$ cat config.mk
export PLATFORM = sky130hd
export DESIGN_NAME = sparc_leaf_function_classifier
export DESIGN_NICKNAME = d
export VERILOG_FILES = /design/src/hdl/slfc_pkg.sv /design/src/hdl/slfc_decode.sv /design/src/hdl/sparc_leaf_function_classifier.sv
export SDC_FILE = /design/constraint.sdc
export NUM_CORES = 1
export LEC_CHECK = 0
export BUFFER_PORTS_ARGS = -buffer_cell sky130_fd_sc_hd__buf_2
export CAP_MARGIN = 20
export CORE_UTILIZATION = 55
export CTS_CLUSTER_DIAMETER = 80
export DETAILED_ROUTE_END_ITERATION = 7
export PLACE_DENSITY_LB_ADDON = 0.3
export SETUP_SLACK_MARGIN = 0.15
export SYNTH_ARGS = -nofsm -noshare
export SYNTH_HDL_FRONTEND = slang
export SYNTH_SLANG_ARGS = --single-unit
$ cat constraint.sdc
create_clock -name clock -period 14.1 [get_ports clock]
set_input_delay 2.115 -clock clock [delete_from_list [all_inputs] [get_ports clock]]
set_output_delay 2.115 -clock clock [all_outputs]
set_load 0.01 [all_outputs]
$ cat src/hdl/slfc_pkg.sv
// shared types, decode constants and reset values for the leaf-function classifier
`timescale 1ns / 1ps

package slfc_pkg;

   // instruction word width and field layout
   localparam int unsigned INSTR_W  = 32;
   localparam int unsigned INDEX_W  = 32;
   localparam int unsigned COUNT_W  = 8;
   localparam int unsigned DISP_W   = 22;

   // csr map: one register, byte address 4 * index
   localparam int unsigned CSR_ADDR_W = 3;
   localparam int unsigned CSR_DATA_W = 32;
   localparam logic CSR_IDX_BRANCH_LIMIT = 1'b0;

   localparam logic [COUNT_W-1:0] BRANCH_LIMIT_RESET = 8'd10;

   // decode masks and match values
   localparam logic [INSTR_W-1:0] FMT3_MASK   = 32'h8100_0000;
   localparam logic [INSTR_W-1:0] FMT3_VAL    = 32'h8000_0000;
   localparam logic [INSTR_W-1:0] RET_WORD    = 32'h81c7_e008;
   localparam logic [INSTR_W-1:0] RETL_WORD   = 32'h81c3_e008;
   localparam logic [INSTR_W-1:0] SAVE_MASK   = 32'hc1f8_0000;
   localparam logic [INSTR_W-1:0] SAVE_VAL    = 32'h81e0_0000;
   localparam logic [INSTR_W-1:0] RESTORE_VAL = 32'h81e8_0000;
   localparam logic [INSTR_W-1:0] CALL_MASK   = 32'hc000_0000;
   localparam logic [INSTR_W-1:0] CALL_VAL    = 32'h4000_0000;
   localparam logic [INSTR_W-1:0] JMPL_MASK   = 32'h81f8_0000;
   localparam logic [INSTR_W-1:0] JMPL_VAL    = 32'h81c0_0000;
   localparam logic [INSTR_W-1:0] BA_MASK     = 32'hdfc0_0000;
   localparam logic [INSTR_W-1:0] BA_VAL      = 32'h1080_0000;
   localparam logic [4:0]         REG_O7      = 5'd15;

   typedef enum logic [1:0] {
      VERDICT_SCAN    = 2'd0,
      VERDICT_LEAF    = 2'd1,
      VERDICT_NONLEAF = 2'd2
   } verdict_type;

   // scan state carried from word to word
   typedef struct packed {
      logic               in_delay_slot;
      logic [COUNT_W-1:0] branches_followed;
      logic [INDEX_W-1:0] last_taken_index;
      logic [INDEX_W-1:0] scan_index;
   } scan_state_type;

   localparam scan_state_type SCAN_STATE_CLEAR = '{
      in_delay_slot:     1'b0,
      branches_followed: '0,
      last_taken_index:  '0,
      scan_index:        '0
   };

endpackage

$ cat src/hdl/slfc_decode.sv
// single-word decode and scan-state update for the leaf-function classifier
`timescale 1ns / 1ps

module slfc_decode (
   input  logic                               start_req,
   input  logic [slfc_pkg::INSTR_W-1:0]       instr,
   input  logic [slfc_pkg::COUNT_W-1:0]       branch_limit,
   input  slfc_pkg::scan_state_type           state_cur,
   output slfc_pkg::scan_state_type           state_next,
   output slfc_pkg::verdict_type              verdict,
   output logic [slfc_pkg::INDEX_W-1:0]       next_index
);

   slfc_pkg::scan_state_type   base;
   slfc_pkg::scan_state_type   upd;
   slfc_pkg::verdict_type      v;
   logic [slfc_pkg::INDEX_W-1:0] nxt;
   logic [slfc_pkg::INDEX_W-1:0] disp_ext;
   logic [slfc_pkg::COUNT_W-1:0] count_inc;
   logic [4:0]                   rs1;
   logic [4:0]                   rd;
   logic                         fall_through;

   // start flag clears the scan before this word
   assign base = start_req ? slfc_pkg::SCAN_STATE_CLEAR : state_cur;
   assign nxt  = base.scan_index + 32'd1;
   assign rs1  = instr[18:14];
   assign rd   = instr[29:25];
   assign count_inc = base.branches_followed + 8'd1;
   assign disp_ext  = {{(slfc_pkg::INDEX_W-slfc_pkg::DISP_W){instr[slfc_pkg::DISP_W-1]}},
                       instr[slfc_pkg::DISP_W-1:0]};

   // classify the word
   always_comb begin
      upd          = base;
      v            = slfc_pkg::VERDICT_SCAN;
      fall_through = 1'b0;
      if ((instr & slfc_pkg::FMT3_MASK) == slfc_pkg::FMT3_VAL) begin
         if (rs1[4] || rd[4]) begin
            v = slfc_pkg::VERDICT_NONLEAF;
         end else if ((instr & slfc_pkg::JMPL_MASK) == slfc_pkg::JMPL_VAL) begin
            upd.in_delay_slot = 1'b1;
            upd.scan_index    = nxt;
         end else if (rd == slfc_pkg::REG_O7) begin
            v = base.in_delay_slot ? slfc_pkg::VERDICT_LEAF : slfc_pkg::VERDICT_NONLEAF;
         end else begin
            fall_through = 1'b1;
         end
      end else begin
         if ((instr & slfc_pkg::CALL_MASK) == slfc_pkg::CALL_VAL) begin
            upd.in_delay_slot = 1'b1;
            upd.scan_index    = nxt;
         end else if (instr == slfc_pkg::RET_WORD) begin
            v = slfc_pkg::VERDICT_NONLEAF;
         end else if (instr == slfc_pkg::RETL_WORD) begin
            v = slfc_pkg::VERDICT_LEAF;
         end else if ((instr & slfc_pkg::BA_MASK) == slfc_pkg::BA_VAL) begin
            // follow the branch unless the limit hits or it repeats
            upd.branches_followed = count_inc;
            if (count_inc == branch_limit || base.last_taken_index == nxt) begin
               v = slfc_pkg::VERDICT_NONLEAF;
            end else begin
               upd.last_taken_index = nxt;
               upd.scan_index       = base.scan_index + disp_ext;
            end
         end else if ((instr & slfc_pkg::SAVE_MASK) == slfc_pkg::SAVE_VAL) begin
            v = slfc_pkg::VERDICT_LEAF;
         end else if ((instr & slfc_pkg::SAVE_MASK) == slfc_pkg::RESTORE_VAL) begin
            v = slfc_pkg::VERDICT_NONLEAF;
         end else begin
            fall_through = 1'b1;
         end
      end
      // unclassified word: non-leaf inside a delay slot, else step on
      if (fall_through) begin
         if (base.in_delay_slot) begin
            v = slfc_pkg::VERDICT_NONLEAF;
         end else begin
            upd.scan_index = nxt;
         end
      end
   end

   // a verdict ends the scan and restarts at index 0
   assign verdict    = v;
   assign state_next = (v == slfc_pkg::VERDICT_SCAN) ? upd : slfc_pkg::SCAN_STATE_CLEAR;
   assign next_index = state_next.scan_index;

endmodule

$ cat src/hdl/sparc_leaf_function_classifier.sv
// top level: csr port, scan state, result register and checks
// an accepted request beat is answered by its response beat in the next cycle
// throughput: one instruction word per cycle while req_stall is low, set by the
//   combinational decode and scan-state update that feeds the response register
// req_stall rises only while a response beat is held by rsp_stall
// reset clears the scan state, the response valid and sets branch_limit to 10
`timescale 1ns / 1ps

module sparc_leaf_function_classifier (
   input  logic                                clock,
   input  logic                                reset,
   // request channel
   input  logic                                req_valid,
   output logic                                req_stall,
   input  logic                                req_start_req,
   input  logic [slfc_pkg::INSTR_W-1:0]        req_instr,
   // response channel
   output logic                                rsp_valid,
   input  logic                                rsp_stall,
   output logic [1:0]                          rsp_verdict,
   output logic signed [slfc_pkg::INDEX_W-1:0] rsp_next_index,
   // csr port
   input  logic                                csr_psel,
   input  logic                                csr_penable,
   input  logic                                csr_pwrite,
   input  logic [slfc_pkg::CSR_ADDR_W-1:0]     csr_paddr,
   input  logic [slfc_pkg::CSR_DATA_W-1:0]     csr_pwdata,
   output logic [slfc_pkg::CSR_DATA_W-1:0]     csr_prdata,
   output logic                                csr_pready
);

   logic [slfc_pkg::COUNT_W-1:0] branch_limit_ff;
   logic [slfc_pkg::COUNT_W-1:0] branch_limit_in;
   slfc_pkg::scan_state_type     scan_ff;
   slfc_pkg::scan_state_type     scan_in;
   slfc_pkg::scan_state_type     scan_dec;
   slfc_pkg::verdict_type        verdict_dec;
   logic [slfc_pkg::INDEX_W-1:0] index_dec;
   logic                         rsp_valid_ff;
   logic                         rsp_valid_in;
   logic [1:0]                   verdict_ff;
   logic [slfc_pkg::INDEX_W-1:0] index_ff;
   logic                         req_accept;
   logic                         csr_write;

   // csr access
   assign csr_pready = 1'b1;
   assign csr_write  = csr_psel && csr_penable && csr_pwrite && csr_pready;
   assign csr_prdata = (csr_paddr[2] == slfc_pkg::CSR_IDX_BRANCH_LIMIT) ?
                       {{(slfc_pkg::CSR_DATA_W-slfc_pkg::COUNT_W){1'b0}}, branch_limit_ff} :
                       '0;
   assign branch_limit_in = (csr_write && csr_paddr[2] == slfc_pkg::CSR_IDX_BRANCH_LIMIT) ?
                            csr_pwdata[slfc_pkg::COUNT_W-1:0] : branch_limit_ff;

   // beat handshake: hold off only while a response is stuck
   assign req_stall  = rsp_valid_ff && rsp_stall;
   assign req_accept = req_valid && !req_stall;

   slfc_decode u_decode (
      .start_req    (req_start_req),
      .instr        (req_instr),
      .branch_limit (branch_limit_ff),
      .state_cur    (scan_ff),
      .state_next   (scan_dec),
      .verdict      (verdict_dec),
      .next_index   (index_dec)
   );

   // next state and response valid
   assign scan_in      = req_accept ? scan_dec : scan_ff;
   assign rsp_valid_in = req_accept || (rsp_valid_ff && rsp_stall);

   always_ff @(posedge clock) begin
      if (reset) begin
         branch_limit_ff <= slfc_pkg::BRANCH_LIMIT_RESET;
         scan_ff         <= slfc_pkg::SCAN_STATE_CLEAR;
         rsp_valid_ff    <= 1'b0;
      end else begin
         branch_limit_ff <= branch_limit_in;
         scan_ff         <= scan_in;
         rsp_valid_ff    <= rsp_valid_in;
      end
   end

   // response payload register
   always_ff @(posedge clock) begin
      if (req_accept) begin
         verdict_ff <= verdict_dec;
         index_ff   <= index_dec;
      end
   end

   assign rsp_valid      = rsp_valid_ff;
   assign rsp_verdict    = verdict_ff;
   assign rsp_next_index = index_ff;

   // checks
   a_accept_gives_beat: assert property (@(posedge clock) disable iff (reset)
      req_accept |=> rsp_valid)
      else $error("accepted request beat did not produce a response beat");

   a_verdict_restarts: assert property (@(posedge clock) disable iff (reset)
      (rsp_valid && rsp_verdict != slfc_pkg::VERDICT_SCAN) |-> rsp_next_index == '0)
      else $error("final verdict without restart at index 0");

   a_state_only_on_accept: assert property (@(posedge clock) disable iff (reset)
      (!$past(reset) && !$past(req_accept)) |-> $stable(scan_ff))
      else $error("scan state changed without an accepted beat");

   a_stall_only_when_held: assert property (@(posedge clock) disable iff (reset)
      req_stall |-> (rsp_valid && rsp_stall))
      else $error("request stalled with no held response");

endmodule
* After elaboration in Yosys (flattened, before gate mapping)
Index checks and enable logic that the tools add are counted.
W data, S select, Z words.
** Storage, ports and cells
- Logic and storage cells :: 76
- Register bits :: 116
- Input port bits :: 75
** Operators by class
- Reductions and logical operators :: 10
- Equal/unequal tests :: 11
- Muxes and demuxes :: 43
- Add/sub/neg operators :: 3
- Bitwise gates (word level) :: 1
** Operators with widths (count)
- $mux W72 :: 3
- $mux W32 :: 6
- $mux W73 :: 2
- $mux W40 :: 2
- $eq A32 B32 Y1 const B :: 2
- $mux W64 :: 1
- $add A32 B1 Y32 const B :: 1
- $add A32 B32 Y32 :: 1
- $eq A32 B32 Y1 :: 1
- $mux W2 :: 14
- $eq A8 B8 Y1 const B :: 2
- $mux W1 :: 14
- $eq A9 B7 Y1 const B :: 1
- $add A8 B1 Y8 const B :: 1
- $eq A8 B8 Y1 :: 1
- $mux W8 :: 1
- $eq A7 B7 Y1 const B :: 1
- $eq A5 B4 Y1 const B :: 1
- $logic_and A1 B1 Y1 :: 5
- $logic_or A1 B1 Y1 :: 3
- $eq A2 B1 Y1 const B :: 1
- $eq A2 B2 Y1 const B :: 1
- $logic_not A2 Y1 :: 1
- $logic_not A1 Y1 :: 1
- $not A1 Y1 :: 1

* Longest topological paths before layout
- Word-level depth :: 14
- Gate-level depth with buffers :: 20
- Gate-level depth less buffers :: 15

* By module
A second synthesis with hierarchy kept.
** Second synthesis, totals
- Cells, all modules :: 1301
- Area total of the unflattened synthesis :: 10694.0 µm²
** By module, submodules not included
- slfc_decode :: times used 1, area an instance 5695.5 µm², cells an instance 875, seq. area each 0.0 µm²
- sparc_leaf_function_classifier :: times used 1, area an instance 4998.5 µm², cells an instance 426, seq. area each 2662.6 µm²

* Least setup slack after synthesis
Ideal clock, no wire load.
- Path kind :: in2reg
- Start :: input req_start_req
- End :: register index_ff, in the netlist rsp_next_index[29] (data pin)
- Path buffers :: 6
- Path slack :: 7.449 ns
- Cell stages on the path :: 18
- Setup time :: 0.255 ns
- Arrival time :: 6.396 ns
- Cells stage by stage :: clkbuf_1 -> clkbuf_1 -> buf_2 -> buf_1 -> buf_1 -> clkbuf_1 -> nor2b_1 -> ha_1 -> o21ai_0 -> nor2_1 -> a41oi_1 -> a211o_1 -> a21o_1 -> a31oi_1 -> o41ai_1 -> o2111a_1 -> or4_1 -> and3_1
** On the way
- Cells in the longest elaborated chain, start to end :: 14
** RTL lines
- start, declared :: RTL line sparc_leaf_function_classifier.sv:15 : input logic req_start_req,
- $mux W73 (*) :: RTL line slfc_decode.sv:25 : assign base = start_req ? slfc_pkg::SCAN_STATE_CLEAR : state_cur;
- $add A32 B1 Y32 or $add A8 B1 Y8 (tied branches) :: RTL line slfc_decode.sv:26, slfc_decode.sv:29
- $eq A32 B32 Y1 or $eq A8 B8 Y1 (tied branches) :: RTL line slfc_decode.sv:60 : if (count_inc == branch_limit || base.last_taken_index == nxt) begin
- $logic_or A1 B1 Y1 :: RTL line slfc_decode.sv:60
- $mux W2 :: RTL line slfc_decode.sv:60
- $mux W2 :: RTL line slfc_decode.sv:57 : end else if ((instr & slfc_pkg::BA_MASK) == slfc_pkg::BA_VAL) begin
- $mux W2 :: RTL line slfc_decode.sv:55 : end else if (instr == slfc_pkg::RETL_WORD) begin
- $mux W2 :: RTL line slfc_decode.sv:53 : end else if (instr == slfc_pkg::RET_WORD) begin
- $mux W2 :: RTL line slfc_decode.sv:50 : if ((instr & slfc_pkg::CALL_MASK) == slfc_pkg::CALL_VAL) begin
- $mux W2 :: RTL line slfc_decode.sv:38 : if ((instr & slfc_pkg::FMT3_MASK) == slfc_pkg::FMT3_VAL) begin
- $mux W2 :: RTL line slfc_decode.sv:76 : if (base.in_delay_slot) begin
- $mux W2 :: RTL line slfc_decode.sv:75 : if (fall_through) begin
- $logic_not A2 Y1 :: RTL line slfc_decode.sv:86 : assign state_next = (v == slfc_pkg::VERDICT_SCAN) ? upd : slfc_pkg::SCAN_STATE_CLEAR;
- $mux W73 (*) :: RTL line slfc_decode.sv:86
- via index_dec (one bit) :: RTL line sparc_leaf_function_classifier.sv:38 : logic [slfc_pkg::INDEX_W-1:0] index_dec;
- end signal, assigned :: RTL line sparc_leaf_function_classifier.sv:89 : index_ff <= index_dec;
- end, declared :: RTL line sparc_leaf_function_classifier.sv:42 : logic [slfc_pkg::INDEX_W-1:0] index_ff;
The timed path passes the listed nets; every way through them passes the cells marked *.
A chain may end at the register's enable or synchronous reset.

* Worst setup path in the final report
- Start :: input req_start_req
- End :: register scan_ff[26] (netlist name)
** On the way
- Cells in the longest elaborated chain, start to end :: 14
** RTL lines
- $mux W73 (*) :: RTL line slfc_decode.sv:25
- $add A32 B1 Y32 or $add A8 B1 Y8 (tied branches) :: RTL line slfc_decode.sv:26, slfc_decode.sv:29
- $eq A32 B32 Y1 or $eq A8 B8 Y1 (tied branches) :: RTL line slfc_decode.sv:60
- $logic_or A1 B1 Y1 :: RTL line slfc_decode.sv:60
- $mux W2 :: RTL line slfc_decode.sv:60
- $mux W2 :: RTL line slfc_decode.sv:57
- $mux W2 :: RTL line slfc_decode.sv:55
- $mux W2 :: RTL line slfc_decode.sv:53
- $mux W2 :: RTL line slfc_decode.sv:50
- $mux W2 :: RTL line slfc_decode.sv:38
- $mux W2 :: RTL line slfc_decode.sv:76
- $mux W2 :: RTL line slfc_decode.sv:75
- $logic_not A2 Y1 :: RTL line slfc_decode.sv:86
- $mux W73 (*) :: RTL line slfc_decode.sv:86
- end signal, assigned :: RTL line sparc_leaf_function_classifier.sv:76 : scan_ff <= slfc_pkg::SCAN_STATE_CLEAR;
- end signal, assigned :: RTL line sparc_leaf_function_classifier.sv:80 : scan_ff <= scan_in;
- end, declared :: RTL line sparc_leaf_function_classifier.sv:34 : slfc_pkg::scan_state_type scan_ff;
Mark *: on every way between the ends. The rest lies on a longest branch, timed or not.

==> flow_summary.yaml <==
routing:
  vias_per_cell: 6.51
  wl_met1_um: 12100
  first_pass_iters: 6
  ant_nets: 0
  routedWlPerCell_um: 21.0
  wl_met3_um: 3730
  drt-total-wl_um: 29400
  wl_met2_um: 12500
  highest_layer: "met4"
  drt_iter0_drc: 1269
  drc_errors: 0
  vias: 9088
critical_path:
  worstRegToRegCells: 13
  worstPathMaxFanout: 36
  crit_buf_inv: 2
  timing.rr.start: "scan_ff[1]$_SDFFE_PP0P_"
  critPathKind: "input port to flip-flop"
  arrival_ns: 7.52
  slowest_delay_ns: 0.67
  critPathTopFamily: "simple AND/OR/NAND/NOR gates"
  crit_required_ns: 14.38
  r2r_end: "scan_ff[26]$_SDFFE_PP0P_"
  ff2ff_setup_slack_ns: 8.56
  cp-end-kind: "flip-flop"
  start_kind: "input port"
  path_cells: "buf_2 -> nor2b_1 -> ha_1 -> nand4_1 -> nor3_1 -> nand4_1 -> xnor2_1 -> o21ai_0 -> nor4_1 -> and3_1 -> nor2_2 -> buf_4 -> nand2_1 -> o21ai_0"
  slowest_stage: "and3_1"
logic_synthesis:
  ys_warn_count: 0
  synth_top_family_by_area: "simple AND/OR/NAND/NOR gates"
  synthSimpleGateAreaFrac_pct: 26.8
  synth-compound-area-share_pct: 22.6
  synth-xor-area-share_pct: 9.27
  yosys.area_share.adder_pct: 4.80
  synth_ff_type: "dfxtp_1"
  ys_types: 91
  syn_area_sq_mm: 0.00902
  synth_edf_count: 34
  async_reset_ff_share_pct: 0
  synth_area_leaders: "dfxtp_1 18%, edfxtp_1 11%, xnor2_1 5.9%, nand2_1 5.4%, ha_1 4.6%"
  syn_area_per_cell_sq_um: 8.15
  yosysTopAreaCell: "dfxtp_1"
  synth.area.mux_share_pct: 0.776
  synth_seq_cells: 116
  syn_inst: 1107
  yosys.area.top_type_share_pct: 18.2
  yosysSeqAreaShare_pct: 29.5
cts:
  clock_tree.root_cell: "clkbuf_16"
  cts.sinks: 116
  htree_num_levels: 4
  cts_tree: "yes"
  clk_pin_slew_ns: 0.05
  post_cts_buffers: 0
  cts.path.max_buffers: 2
  cts_resized: 0
  cts_hold_buf: 0
  cts_inserted_buffers: 17
  clk_latency_ns: 0.43
layout:
  multi_input_area_sq_mm: 0.00593
  synthToLayoutAreaGrowth_pct: 11.6
  drive_gt1_share_pct: 13.8
  fin_cells: 1397
  final_common_cell: "nand2_1"
  mostFrequentLayoutCells: "129 x nand2_1, 92 x buf_2, 82 x dfxtp_1"
  nets: 1277
  num_antenna_cells: 0
  seq_area_sq_mm: 0.00266
  fill_cells: 1411
hold_path:
  hp-start: "scan_ff[61]$_SDFFE_PP0P_"
  hp-class: "flip-flop to flip-flop"
  min_path_cells: 2
  min_to: "scan_ff[61]$_SDFFE_PP0P_"
sta:
  setup_ws_ns: 6.87
  slew_headroom_pct: 26.0
  worstMarginPinSlew_ns: 1.11
  setup_tns_ns: 0
  skew_ns: 0.00951
  holdWs_ns: 0.450
  rsz0062_at_grt: "no"
  fmax_mhz: 138
  min_period_ns: 7.23
  slew_violations: 0
  finalCritPeriodShare_pct: 51.3
  setup_viol: 0
  hold_viol: 0
power:
  report.power.total_uw: 941
  ir_worst_vdd_mv: 0.0848
  power_leakage_uw: 0.00398
  powerDensity_mw_per_mm2: 93.4
global_routing:
  grt_pass1_vias: 8197
  grt_pass1_wl_um: 45200
  grt_use_total_pct: 35.9
  grt-ovfl-total: 0
  antenna_found_initial: 0
  grt_max_degree: 39
die:
  start_util_pct: 56.6
  io_pins: 144
  die_area_sq_mm: 0.0169
  design.core.area_sq_mm: 0.0159
  die_x_um: 130
  num_rows: 46
  die_y_um: 130
placed_design:
  place_hpwl_um: 21000
  place_congestion: 0.963
  pre_cts_ws_ns: 6.79
  dp.cells: 1365
  port_buffers: 92
run:
  drv_cap: 0
status:
  status: "finished clean"
-- flip-flops by register name (all words and copies together) (netlist names) --
name,flops
rsp_verdict,2
rsp_valid,1
scan_ff,73
rsp_next_index,32
branch_limit_ff,8
-- layout make-up --
cell class,instances,share of cell area [%]
Multi-Input combinational cell,906,58.8
Clock inverter,12,1.37
Tap cell,216,2.68
Inverter,22,0.820
Timing Repair Buffer,105,5.54
Clock buffer,20,4.33
Sequential cell,116,26.4
-- logic make-up (layout without fill, tap and decap cells) --
family,after synthesis,count (layout)
AND/OR/NAND/NOR,446,446
AO/OA/AOI/OAI,300,300
flip-flops,116,116
buffers and inverters,108,159
XOR/XNOR,94,94
adder cells (fa/ha/maj),34,34
multiplexers,7,7
other,2,25
-- how the worst max path moves through the flow --
stage / depth (start not counted) / slack (ns) / from / endpoint
2_1_floorplan: 18 / 7.45 / req_start_req / rsp_next_index[29]$_DFFE_PP_
3_3_place_gp: 14 / 6.81 / req_start_req / scan_ff[31]$_SDFFE_PP0P_
3_5_place_dp: 14 / 6.79 / req_start_req / scan_ff[31]$_SDFFE_PP0P_
4_1_cts: 14 / 7.19 / req_start_req / scan_ff[31]$_SDFFE_PP0P_
5_1_grt: 14 / 6.77 / req_start_req / scan_ff[16]$_SDFFE_PP0P_
6_report: 14 / 6.87 / req_start_req / scan_ff[26]$_SDFFE_PP0P_
-- stage by stage --
| step | area (sq um) | utilization [%] |
|---|---|---|
| after floorplan | 9110 | - |
| after global placement | 9500 | 59.6 |
| after detailed placement | 9500 | 59.6 |
| after CTS | 10100 | 63.2 |
| after global routing | 10100 | 63.2 |
| final | 10100 | 63.2 |
-- power by group --
group	switching (uW)	internal [uW]
Combinational	97.3	46.9
Clock	160	274
Sequential	7.81	356
Total	265	677
-- worst register-to-register path: cells and delay by family (launching register included) --
family	cells	cell delay [ns]
buffers and inverters	1	0.25
flip-flops	1	0.39
XOR/XNOR	1	0.31
AO/OA/AOI/OAI	2	0.33
adder cells (fa/ha/maj)	1	0.36
AND/OR/NAND/NOR	8	3.74
-- cells in the mapped netlist, drive strengths merged, types with 8 or more instances --
master / number
nand4b: 11
buf: 49
and3: 14
nand3: 26
a21o: 12
nor3: 31
ha: 33
nand4: 23
dfxtp: 82
and2: 9
xor2: 32
nor2b: 51
edfxtp: 34
xnor2: 61
nand2: 130
or3: 10
a21oi: 60
inv: 21
a211oi: 10
o31ai: 21
a22o: 8
nor2: 65
a22oi: 10
nand3b: 9
a31oi: 10
o21ai: 84
nor4: 23
nand2b: 14
a32o: 17
clkbuf: 37
-- metal layers --
layer	vias to the layer above	track usage, %
li1	4168	-
met1	4198	49.8
met2	622	51.7
met3	100	10.2
met4	0	15.0
met5	-	0
No activity file was read; power rests on OpenSTA's default activity.
